==> src/hw/rtl/wsmt_pkg.sv <==
package wsmt_pkg;

    // operation codes
    localparam logic [1:0] OP_ADD    = 2'd0;
    localparam logic [1:0] OP_REMOVE = 2'd1;
    localparam logic [1:0] OP_FIND   = 2'd2;

    // status codes
    localparam logic [1:0] ST_OK     = 2'd0;
    localparam logic [1:0] ST_MISS   = 2'd1;
    localparam logic [1:0] ST_FULL   = 2'd2;
    localparam logic [1:0] ST_ABSENT = 2'd3;

    // one connection entry, also used as the latched lookup key
    typedef struct packed {
        logic [7:0]  protocol;
        logic [15:0] sport;
        logic [31:0] saddr;
        logic [15:0] dport;
        logic [31:0] daddr;
    } t_entry;

    // match score, 0 to 4
    typedef logic [2:0] t_score;

endpackage

==> src/hw/rtl/wildcard_socket_match_table.sv <==
// Wildcard socket match table: an ordered table of 5-tuple connection entries.
// Command channel: a beat is taken on a rising edge with start high and busy
// low; the operation and key fields are sampled there. busy stays high until
// the command is finished, so only one command is in flight.
// Result channel: o_valid is high for exactly one cycle with o_status and
// o_result_slot; the receiver must take it then, it cannot stall the block.
// How each operation is carried out, from accept to the strobe:
//   add    : a one-slot-per-cycle scan of the valid bits up to the lowest free
//            slot (answered straight from idle if the table is full)
//   remove : the rank renumbering walk over every slot, one rank memory read
//            and write per cycle (answered straight from idle if the slot is free)
//   find   : the scoring walk over every slot, one entry memory read per
//            cycle through a single compare and score unit
//   unknown operation: answered straight from idle
// A new command can be accepted in the cycle the strobe is shown.
// Reset (synchronous, active low) clears the valid bits, the entry count and
// the sequencer; entry contents and ranks are left as they are and are only
// read for valid slots, so no clearing pass is needed.
module wildcard_socket_match_table #(
    parameter int TABLE_DEPTH = 16
) (
    input  logic        i_clk,
    input  logic        i_rst_n,
    input  logic        start,
    output logic        busy,
    input  logic [1:0]  i_operation,
    input  logic [7:0]  i_key_protocol,
    input  logic [15:0] i_key_sport,
    input  logic [31:0] i_key_saddr,
    input  logic [15:0] i_key_dport,
    input  logic [31:0] i_key_daddr,
    input  logic [3:0]  i_slot_handle,
    input  logic [2:0]  i_full_score,
    output logic        o_valid,
    output logic [1:0]  o_status,
    output logic [3:0]  o_result_slot
);

    localparam int SW = (TABLE_DEPTH > 1) ? $clog2(TABLE_DEPTH) : 1;
    localparam int CW = $clog2(TABLE_DEPTH + 1);
    localparam int HW = SW + 4;

    // sequencer states
    localparam logic [2:0] S_IDLE      = 3'd0;
    localparam logic [2:0] S_ADD_SCAN  = 3'd1;
    localparam logic [2:0] S_REM_CAP   = 3'd2;
    localparam logic [2:0] S_REM_WALK  = 3'd3;
    localparam logic [2:0] S_FIND_WALK = 3'd4;

    // table storage
    wsmt_pkg::t_entry ent_mem  [TABLE_DEPTH];
    logic [SW-1:0]    rank_mem [TABLE_DEPTH];
    wsmt_pkg::t_entry r_ent_rd;
    logic [SW-1:0]    r_rank_rd;

    logic [TABLE_DEPTH-1:0] r_valid;
    logic [CW-1:0]          r_count;

    // sequencer and walk pipeline
    logic [2:0]       r_state;
    logic [CW-1:0]    r_idx;
    logic             r_pend;
    logic [SW-1:0]    r_pidx;

    // latched command
    wsmt_pkg::t_entry r_key;
    wsmt_pkg::t_score r_full;
    logic [SW-1:0]    r_rem_slot;
    logic [SW-1:0]    r_rem_rank;

    // find bookkeeping
    logic             r_hit_full;
    logic [SW-1:0]    r_full_rank;
    logic [SW-1:0]    r_full_slot;
    logic             r_hit_best;
    wsmt_pkg::t_score r_best_score;
    logic [SW-1:0]    r_best_rank;
    logic [SW-1:0]    r_best_slot;

    // result register
    logic             r_out_valid;
    logic [1:0]       r_out_status;
    logic [3:0]       r_out_slot;

    logic             accept;
    logic [HW-1:0]    handle_x;
    logic             handle_ok;
    logic [SW-1:0]    rd_addr;
    logic             walk_in_range;
    logic             rank_we;
    logic [SW-1:0]    rank_wa;
    logic [SW-1:0]    rank_wd;
    logic             ent_we;
    logic             scan_free;
    logic             n_match;
    wsmt_pkg::t_score n_score;
    logic             n_take_full;
    logic             n_take_best;

    assign accept    = start && !busy;
    assign handle_x  = {{SW{1'b0}}, i_slot_handle};
    assign handle_ok = (handle_x < HW'(TABLE_DEPTH)) && r_valid[handle_x[SW-1:0]];
    assign walk_in_range = r_idx < CW'(TABLE_DEPTH);
    assign scan_free = !r_valid[r_idx[SW-1:0]];

    // read address: handle while idle (rank of the slot to remove), else walk index
    always_comb begin
        rd_addr = '0;
        if (r_state == S_IDLE) begin
            if (handle_x < HW'(TABLE_DEPTH)) begin
                rd_addr = handle_x[SW-1:0];
            end
        end else if (walk_in_range) begin
            rd_addr = r_idx[SW-1:0];
        end
    end

    // memory write port selection
    always_comb begin
        ent_we  = (r_state == S_ADD_SCAN) && scan_free;
        rank_we = 1'b0;
        rank_wa = r_idx[SW-1:0];
        rank_wd = r_count[SW-1:0];
        if (ent_we) begin
            rank_we = 1'b1;
        end else if (r_state == S_REM_WALK && r_pend && r_valid[r_pidx]
                     && r_rank_rd > r_rem_rank) begin
            rank_we = 1'b1;
            rank_wa = r_pidx;
            rank_wd = r_rank_rd - SW'(1);
        end
    end

    // entry and rank memories, registered read
    always_ff @(posedge i_clk) begin
        if (ent_we) begin
            ent_mem[r_idx[SW-1:0]] <= r_key;
        end
        if (rank_we) begin
            rank_mem[rank_wa] <= rank_wd;
        end
        r_ent_rd  <= ent_mem[rd_addr];
        r_rank_rd <= rank_mem[rd_addr];
    end

    // shared compare and score unit for the entry read last cycle
    always_comb begin
        n_match = r_valid[r_pidx] && (r_ent_rd.protocol == r_key.protocol);
        n_score = '0;
        if (r_ent_rd.sport != '0) begin
            if (r_ent_rd.sport == r_key.sport) n_score = n_score + 3'd1;
            else n_match = 1'b0;
        end
        if (r_ent_rd.saddr != '0) begin
            if (r_ent_rd.saddr == r_key.saddr) n_score = n_score + 3'd1;
            else n_match = 1'b0;
        end
        if (r_ent_rd.dport != '0) begin
            if (r_ent_rd.dport == r_key.dport) n_score = n_score + 3'd1;
            else n_match = 1'b0;
        end
        if (r_ent_rd.daddr != '0) begin
            if (r_ent_rd.daddr == r_key.daddr) n_score = n_score + 3'd1;
            else n_match = 1'b0;
        end
        n_take_full = n_match && (n_score == r_full)
                      && (!r_hit_full || r_rank_rd < r_full_rank);
        n_take_best = n_match && (n_score != r_full) && (n_score != '0)
                      && (!r_hit_best || n_score > r_best_score
                          || (n_score == r_best_score && r_rank_rd < r_best_rank));
    end

    // sequencer
    always_ff @(posedge i_clk) begin
        if (!i_rst_n) begin
            r_state     <= S_IDLE;
            r_valid     <= '0;
            r_count     <= '0;
            r_pend      <= 1'b0;
            r_out_valid <= 1'b0;
        end else begin
            r_out_valid <= 1'b0;
            case (r_state)
                S_IDLE: begin
                    if (accept) begin
                        r_key.protocol <= i_key_protocol;
                        r_key.sport    <= i_key_sport;
                        r_key.saddr    <= i_key_saddr;
                        r_key.dport    <= i_key_dport;
                        r_key.daddr    <= i_key_daddr;
                        r_full         <= i_full_score;
                        r_rem_slot     <= handle_x[SW-1:0];
                        r_idx          <= '0;
                        r_pend         <= 1'b0;
                        r_hit_full     <= 1'b0;
                        r_hit_best     <= 1'b0;
                        r_out_slot     <= '0;
                        r_out_status   <= wsmt_pkg::ST_OK;
                        case (i_operation)
                            wsmt_pkg::OP_ADD: begin
                                if (r_count == CW'(TABLE_DEPTH)) begin
                                    r_out_status <= wsmt_pkg::ST_FULL;
                                    r_out_valid  <= 1'b1;
                                end else begin
                                    r_state <= S_ADD_SCAN;
                                end
                            end
                            wsmt_pkg::OP_REMOVE: begin
                                if (handle_ok) begin
                                    r_state <= S_REM_CAP;
                                end else begin
                                    r_out_status <= wsmt_pkg::ST_ABSENT;
                                    r_out_valid  <= 1'b1;
                                end
                            end
                            wsmt_pkg::OP_FIND: begin
                                r_state <= S_FIND_WALK;
                            end
                            default: begin
                                r_out_valid <= 1'b1;
                            end
                        endcase
                    end
                end
                // look for the lowest free slot, one valid bit per cycle
                S_ADD_SCAN: begin
                    if (scan_free) begin
                        r_valid[r_idx[SW-1:0]] <= 1'b1;
                        r_count      <= r_count + CW'(1);
                        r_out_slot   <= 4'({{4{1'b0}}, r_idx[SW-1:0]});
                        r_out_valid  <= 1'b1;
                        r_state      <= S_IDLE;
                    end else begin
                        r_idx <= r_idx + CW'(1);
                    end
                end
                // rank of the removed slot is on the read port now
                S_REM_CAP: begin
                    r_rem_rank          <= r_rank_rd;
                    r_valid[r_rem_slot] <= 1'b0;
                    r_count             <= r_count - CW'(1);
                    r_state             <= S_REM_WALK;
                end
                // close the gap in the ranks behind the removed one
                S_REM_WALK: begin
                    r_pend <= walk_in_range;
                    r_pidx <= r_idx[SW-1:0];
                    if (walk_in_range) begin
                        r_idx <= r_idx + CW'(1);
                    end else if (!r_pend) begin
                        r_out_valid <= 1'b1;
                        r_state     <= S_IDLE;
                    end
                end
                // score every entry and keep the winners
                S_FIND_WALK: begin
                    r_pend <= walk_in_range;
                    r_pidx <= r_idx[SW-1:0];
                    if (walk_in_range) begin
                        r_idx <= r_idx + CW'(1);
                    end
                    if (r_pend && n_take_full) begin
                        r_hit_full  <= 1'b1;
                        r_full_rank <= r_rank_rd;
                        r_full_slot <= r_pidx;
                    end
                    if (r_pend && n_take_best) begin
                        r_hit_best   <= 1'b1;
                        r_best_score <= n_score;
                        r_best_rank  <= r_rank_rd;
                        r_best_slot  <= r_pidx;
                    end
                    if (!walk_in_range && !r_pend) begin
                        if (r_hit_full) begin
                            r_out_slot <= 4'({{4{1'b0}}, r_full_slot});
                        end else if (r_hit_best) begin
                            r_out_slot <= 4'({{4{1'b0}}, r_best_slot});
                        end else begin
                            r_out_status <= wsmt_pkg::ST_MISS;
                        end
                        r_out_valid <= 1'b1;
                        r_state     <= S_IDLE;
                    end
                end
                default: begin
                    r_state <= S_IDLE;
                end
            endcase
        end
    end

    assign busy          = (r_state != S_IDLE);
    assign o_valid       = r_out_valid;
    assign o_status      = r_out_status;
    assign o_result_slot = r_out_slot;

    // the entry count always equals the number of valid slots
    a_count_matches_valid: assert property (@(posedge i_clk) disable iff (!i_rst_n)
        $countones(r_valid) == int'(r_count))
        else $error("entry count out of step with valid bits");

    // an accepted beat either starts work or answers in the next cycle
    a_accept_progress: assert property (@(posedge i_clk) disable iff (!i_rst_n)
        accept |=> (busy || o_valid))
        else $error("accepted command neither busy nor answered");

    // a result is only shown once the sequencer is back at idle
    a_strobe_idle: assert property (@(posedge i_clk) disable iff (!i_rst_n)
        o_valid |-> !busy)
        else $error("result strobe while busy");

    // table full is reported only when every slot is taken
    a_full_only_when_full: assert property (@(posedge i_clk) disable iff (!i_rst_n)
        (o_valid && o_status == wsmt_pkg::ST_FULL) |-> (r_count == CW'(TABLE_DEPTH)))
        else $error("table full reported with free slots");

    // a remove walk never runs with the removed slot still valid
    a_removed_slot_clear: assert property (@(posedge i_clk) disable iff (!i_rst_n)
        (r_state == S_REM_WALK) |-> !r_valid[r_rem_slot])
        else $error("removed slot still valid during renumbering");

endmodule
==> config.mk <==
export PLATFORM = sky130hd
export DESIGN_NAME = wildcard_socket_match_table
export DESIGN_NICKNAME = d
export VERILOG_FILES = /design/src/hw/rtl/wsmt_pkg.sv /design/src/hw/rtl/wildcard_socket_match_table.sv
export SDC_FILE = /design/constraint.sdc
export NUM_CORES = 2
export LEC_CHECK = 0
export BUFFER_PORTS_ARGS = -buffer_cell sky130_fd_sc_hd__buf_2
export CORE_UTILIZATION = 40
export CTS_CLUSTER_SIZE = 30
export DETAILED_ROUTE_END_ITERATION = 7
export SLEW_MARGIN = 20
export SYNTH_ARGS = -nofsm -noshare
export SYNTH_HDL_FRONTEND = slang
export SYNTH_SLANG_ARGS = --single-unit
==> constraint.sdc <==
create_clock -name i_clk -period 30.1 [get_ports i_clk]
set_input_delay 0 -clock i_clk [delete_from_list [all_inputs] [get_ports i_clk]]
set_output_delay 0 -clock i_clk [all_outputs]
set_load 0.01 [all_outputs]
Word level (Yosys, flattened, before mapping) --
Memories as Yosys holds them, arrays and structs flattened. A register that Yosys moved wholly into a read port is not among the register bits. Cells that the tools add are included.
Word-level totals: register bits after elaboration 177, latch bits 0, RAM bits 1728, ROM bits 0, input port bits 116, output and inout bits 8, memories kept 2
Operators by class: add/subtract/negate cells 7, $mul 0, div/mod/pow operators 0, magnitude comparators 12, equality and inequality tests 30, shift operators 0, mux-type cells 85, bitwise logic cells 3, reduce and logical (&&, ||, !) cells 54
Memories:
- ent_mem | words 16, bits a word 104, rd ports 1, clocked after Yosys merged registers in 1, write ports 1, line wildcard_socket_match_table.sv:51 | wsmt_pkg::t_entry ent_mem [TABLE_DEPTH];
- rank_mem | words 16, bits a word 4, rd ports 1, clocked after Yosys merged registers in 1, write ports 1, line wildcard_socket_match_table.sv:52 | logic [SW-1:0] rank_mem [TABLE_DEPTH];
Operators by type and width (number):
- == test 32 bit | 2
- nonzero test 32 bit | 2
- two-way mux 4 bit | 12
- two-way mux 3 bit | 13
- == test 16 bit | 2
- one-hot mux 16 bit (2 select lines) | 1
- nonzero test 16 bit | 2
- two-way mux 1 bit | 31
- less-than comparator 4 x 5 -> 1 bit, second input constant | 5
- two-way mux 5 bit | 4
- inequality test 2 bit, second input constant | 10
- logical AND 1 bit | 18
- AND 16 bit | 1
- two-way mux 16 bit | 1
- NOT 16 bit | 1
- OR 16 bit | 1
- one-hot mux 3 bit (5 select lines) | 1
- one-hot mux 5 bit (3 select lines) | 1
- binary-select mux 1 bit (select 4 bit) | 3
- two-way mux 2 bit | 6
- one-hot mux 4 bit (3 select lines) | 1
- AND reduction 6 bit | 2
- nonzero test 3 bit | 4
- adder 5 x 1 -> 5 bit, second input constant | 2
- other kinds (38) | 65

Logic depth before layout (Yosys ltp) --
word-level depth 19, depth in mapped cells 19, depth with buffers taken out 19

Worst setup path after synthesis --
No wires, ideal clock.
kind reg-to-reg, start point register r_idx[0], end point memory ent_mem[0][0] (netlist bit), enable pin, setup time 0.696 ns, arrival 9.089 ns, required time 29.404 ns, slack 20.315 ns, cell stages (with the launch flop) 8, path buffers 2, cell sequence edfxtp_1 -> buf_4 -> mux4_2 -> mux4_2 -> nor3_4 -> buf_4 -> nand2_1 -> nor3_1
On the way: longest elaborated chain between the ends 6
Ends and longest elaborated chain:
- start: declaration | line wildcard_socket_match_table.sv:61 | logic [CW-1:0] r_idx;
- start signal: assignment | line wildcard_socket_match_table.sv:234 | r_idx <= r_idx + CW'(1);
- start signal: assignment | line wildcard_socket_match_table.sv:249 | r_idx <= r_idx + CW'(1);
- start signal: assignment | line wildcard_socket_match_table.sv:260 | r_idx <= r_idx + CW'(1);
- binary-select mux 1 bit (select 4 bit) | line wildcard_socket_match_table.sv:104 | assign scan_free = !r_valid[r_idx[SW-1:0]];
- two-way mux 1 bit (not written as such) | line wildcard_socket_match_table.sv:104
- zero test 1 bit | line wildcard_socket_match_table.sv:104
- logical AND 1 bit | line wildcard_socket_match_table.sv:120 | ent_we = (r_state == S_ADD_SCAN) && scan_free;
- two-way mux 1 bit | line wildcard_socket_match_table.sv:136 | if (ent_we) begin
- two-way mux 1 bit (not written as such) | line wildcard_socket_match_table.sv:137 | ent_mem[r_idx[SW-1:0]] <= r_key;
- end: declaration | line wildcard_socket_match_table.sv:51
Parallel ways exist; a longest one is shown, timed or not. The select of a mux whose other input is x is not followed.

Worst setup path after layout --
start point register r_key[62] (netlist bit), end point register r_best_score[1], enable pin
On the way: longest elaborated chain between the ends 15
Ends and longest elaborated chain:
- start: declaration | line wildcard_socket_match_table.sv:66 | wsmt_pkg::t_entry r_key;
- == test 32 bit (*) | line wildcard_socket_match_table.sv:155 | if (r_ent_rd.saddr == r_key.saddr) n_score = n_score + 3'd1;
- two-way mux 3 bit (*) | line wildcard_socket_match_table.sv:155
- two-way mux 3 bit (*) | line wildcard_socket_match_table.sv:154 | if (r_ent_rd.saddr != '0) begin
- adder 3 x 1 -> 3 bit | line wildcard_socket_match_table.sv:159 | if (r_ent_rd.dport == r_key.dport) n_score = n_score + 3'd1;
- two-way mux 3 bit | line wildcard_socket_match_table.sv:159
- two-way mux 3 bit (*) | line wildcard_socket_match_table.sv:158 | if (r_ent_rd.dport != '0) begin
- adder 3 x 1 -> 3 bit | line wildcard_socket_match_table.sv:163 | if (r_ent_rd.daddr == r_key.daddr) n_score = n_score + 3'd1;
- two-way mux 3 bit | line wildcard_socket_match_table.sv:163
- two-way mux 3 bit (*) | line wildcard_socket_match_table.sv:162 | if (r_ent_rd.daddr != '0) begin
- net n_score[1] | line wildcard_socket_match_table.sv:96 | wsmt_pkg::t_score n_score;
- > comparator 3 bit, or another cell as far along | line wildcard_socket_match_table.sv:169 | && (!r_hit_best || n_score > r_best_score
- logical OR 1 bit, or another cell as far along | line wildcard_socket_match_table.sv:169
- logical OR 1 bit / logical AND 1 bit (equally long branches) | line wildcard_socket_match_table.sv:170, wildcard_socket_match_table.sv:168
- logical AND 1 bit (*) | line wildcard_socket_match_table.sv:169
- logical AND 1 bit (*) | line wildcard_socket_match_table.sv:267 | if (r_pend && n_take_best) begin
- AND reduction 3 bit (no source line) (*)
- end signal: assignment | line wildcard_socket_match_table.sv:269 | r_best_score <= n_score;
- end: declaration | line wildcard_socket_match_table.sv:76 | wsmt_pkg::t_score r_best_score;
Mark *: on every way through the listed nets, which the timed path passes. The rest lies on a longest branch. A chain may end at the register's enable or synchronous reset.

==> metrics.md <==
| Metric | Value |
|---|---|
| Status | finished, final reports clean |
| Core ar. | 195400 sq um |
| Unique masters post-synth | 64 |
| Synth async-reset ratio | 0 |
| DR DRC count | 0 |
| GP Congestion | 0.7986 |
| CTS tree | done |
| GRT Overall Usage | 0.1945 |
| Slew Viols, Final | 0 |
| Initial Util | 0.4034 |
| FF/Latch Area | 59110 sq um |
| Worst slew pin tran | 1.145 ns |
| Vias/cell | 5.494 |
| PwrDens | ~80 nW/um^2 |
| Mapped Nets | between 5000 and 6000 |
| Total power draw | 0.007211 W |
| Initial DRC count | about 4300 |
| Cell mode on critical path | ha_1 |
| Fin cells | 8486 |
| Area share of the largest cell type after synthesis | 0.7158 |
| Yosys reg bits | a little over 2000 |
| Post-synthesis to final-layout area growth | 15.81% |
| Hold Crit Class | primary input to register |
| Hold slack | 0.02846 ns |
| FF-to-FF End | r_best_score[1] |
| Reg2reg setup slack | about 24 ns |
| Worst path required time | 30.54 ns |
| Final #Nets | 5821 |
| Routed Antenna Nets | 0 |
| Commonest register cell after synthesis | edfxtp_1 |
| Port Buffer Count | 123 |
| Synth Area per Inst | 14.58 sq um |
| Worst path slowest cell | nor2_1 |
| Maxcap violations | 0 |
| Clock transition at path regs | 0.06 ns |
| Final setup fails | 0 |
| Most numerous cell in the Yosys netlist | edfxtp_1 |
| Crit Path Max Fanout | 17 |
| First-pass GRT wire length | 291700 microns |
| Seq/Total Area, Yosys | 0.7499 |
| Crit path DAT | about 6.6 ns |
| Worst r2r src | r_key[62] |
| Worst setup SP type | register |
| Clock latency on the worst-skew pair | slightly above 0.8 ns |
| F_max | 161.7 MHz |
| Hold_buf cts | 225 |
| Final WL | 196000 microns |
| Min Tclk post-route | slightly above 6 ns |
| Post-CTS Setup Repair Bufs | 0 |
| Die W | 445.9 microns |
| CTS Buf Count | between 200 and 250 |
| Hold-critical path depth | 2 |
| Synth Instances | roughly 5400 |
| Delay-heaviest family, CP | simple AND/OR/NAND/NOR gates |
| Vias | about 47000 |
| Rows | ~160 |
| # resized after CTS | 0 |
| EDFF count, synth | 1879 |
| Synth area leaders | edfxtp_1 72%, a211oi_1 5.1%, nand2_1 4.3% |
| Period utilization | 0.2054 |
| Detailed Routing Iterations Pass 1 | 6 |
| Max incr delay on CP | 0.71 ns |
| Vias in the first global route | about 45000 |
| CP Cell Sequence | xor2_1, nor4_1, nand4_1, nor2_1, ha_1, o21ai_0, o21ai_4, ha_1, nand3_1, nand2_1, ha_1, nor4b_1, a31oi_1, ha_1, a21oi_1, nor2b_1, o22ai_1, a211o_1, nor2_1 |
| Clk sinks | 2013 |
| Routed length per instance | between 20 and 25 microns |
| Critical path type | register to register |
| Leading area contributor after synthesis | edfxtp_1 |
| Layout fillers | 16890 |
| Multi-input gate area | 18260 sq um |
| Clk buf depth | 3 |
| TNS Setup | 0 ns |
| Die Area | approximately 200000 sq um |
| List of most frequent post-synthesis cells | 1879 x edfxtp_1, 895 x nand2_1, 540 x a211oi_1 |
| H-tree Lvls | 4 |
| Final Skew | 0.02507 ns |
| Grt ovf | 0 |
| RSZ-0062 raised after global routing | no |
| Largest net degree at the start of global routing | 203 |
| Min-delay src | i_slot_handle[3] |
| Nature of the critical path endpoint | register |
| Leakage power | 29.53 nW |
| Initial antenna violation count | 5 |
| YS warnings | 0 |
| DPL Wire Length | 97820 microns |
| Fraction of layout cells with a size suffix above 1 | 0.09708 |
| Worst Path Buf+Inv | 0 |
| I/O pins | about 120 |
| Worst Hold Endpoint | r_rem_slot[3] |
| Slew headroom | 0.2367 |
| Reg2reg path depth | 19 |
| Die span in y | 445.9 microns |
| CTS root buffer | clkbuf_16 |
| Mapped cell area | 78820 sq um |
| VDD IR-drop max | between 0.06 and 0.07 mV |
| Final hold vios | 0 |
| DP Cell Count | about 8000 |
## cells in the final DEF, fill, tap and decap left out, types with 36 or more instances in the layout
cell type	synthesis	layout
edfxtp_1	1879	1879
nand2_1	895	895
a211oi_1	540	540
and2_1	437	437
a21oi_1	231	228
dlygate4sd3_1	0	225
a31oi_1	218	218
a311oi_1	216	216
clkbuf_16	0	208
dfxtp_1	134	134
buf_2	68	123
xor2_1	85	85
buf_4	2	80
clkbuf_1	282	63
nor4_1	44	44
nor2_1	55	43
o21a_1	37	36
## power breakdown
part | leakage, nW | total [W] | internal (W) | switching [W]
clock network | 3.33 | 0.00256 | 0.00150 | 0.00106
registers | 18.1 | 0.00338 | 0.00324 | 0.000141
logic | 8.11 | 0.00127 | 0.000415 | 0.000853
## flip-flops by register name, summed over array words and instances (netlist names), 5 cells and up
name and count:
r_valid 16, r_key 104, r_count 5, r_ent_rd 104, r_idx 5, rank_mem 64
ent_mem 1664
## layer usage
metal | vias to the layer above | GRT usage | part of all wire
met5 | - | 0 | 0.00018
met3 | 291 | 0.02524 | 0.050
met2 | 1224 | 0.3162 | 0.48
met1 | 23760 | 0.2748 | 0.45
met4 | 6 | 0.05204 | 0.021
li1 | 21350 | - | -
## per-stage QoR
stage / area (sq um) / worst slack, ns / util
3_3_place_gp: 82180 / 23.87 / 0.4206
3_5_place_dp: 82180 / 23.92 / 0.4206
5_1_grt: 91280 / 23.50 / 0.4672
4_1_cts: 91280 / 23.91 / 0.4671
6_report: 91290 / 23.92 / 0.4672
2_1_floorplan: 78820 / 20.31 / -
## layout make-up
cell class,instances,share of cell area
timing repair buffer,438,0.04009
sequential,2013,0.6475
inverter,33,0.001412
antenna,1,0.00002741
multi-input combinational,2985,0.2000
clock buffer,294,0.06308
tap,2624,0.03597
clock inverter,98,0.01191
## cells by family after synthesis
| group | share of synthesized area |
|---|---|
| flip-flops | 0.7499 |
| AND/OR/NAND/NOR | 0.09091 |
| AO/OA/AOI/OAI | 0.1157 |
| buffers and inverters | 0.02065 |
| XOR/XNOR | 0.01352 |
| adder cells (fa/ha/maj) | 0.004699 |
| multiplexers | 0.004635 |
## worst max-delay path by stage
stage / start / to / cells past startpoint
3_5_place_dp: r_key[79] / r_best_rank[1] / 19
6_report: r_key[62] / r_best_score[1] / 19
2_1_floorplan: r_idx[0] / ent_mem[0][0] / 7
4_1_cts: r_key[79] / r_best_rank[3] / 19
5_1_grt: r_key[79] / r_best_score[1] / 19
3_3_place_gp: r_key[55] / r_best_slot[0] / 19
(Power assumes the default switching activity.)
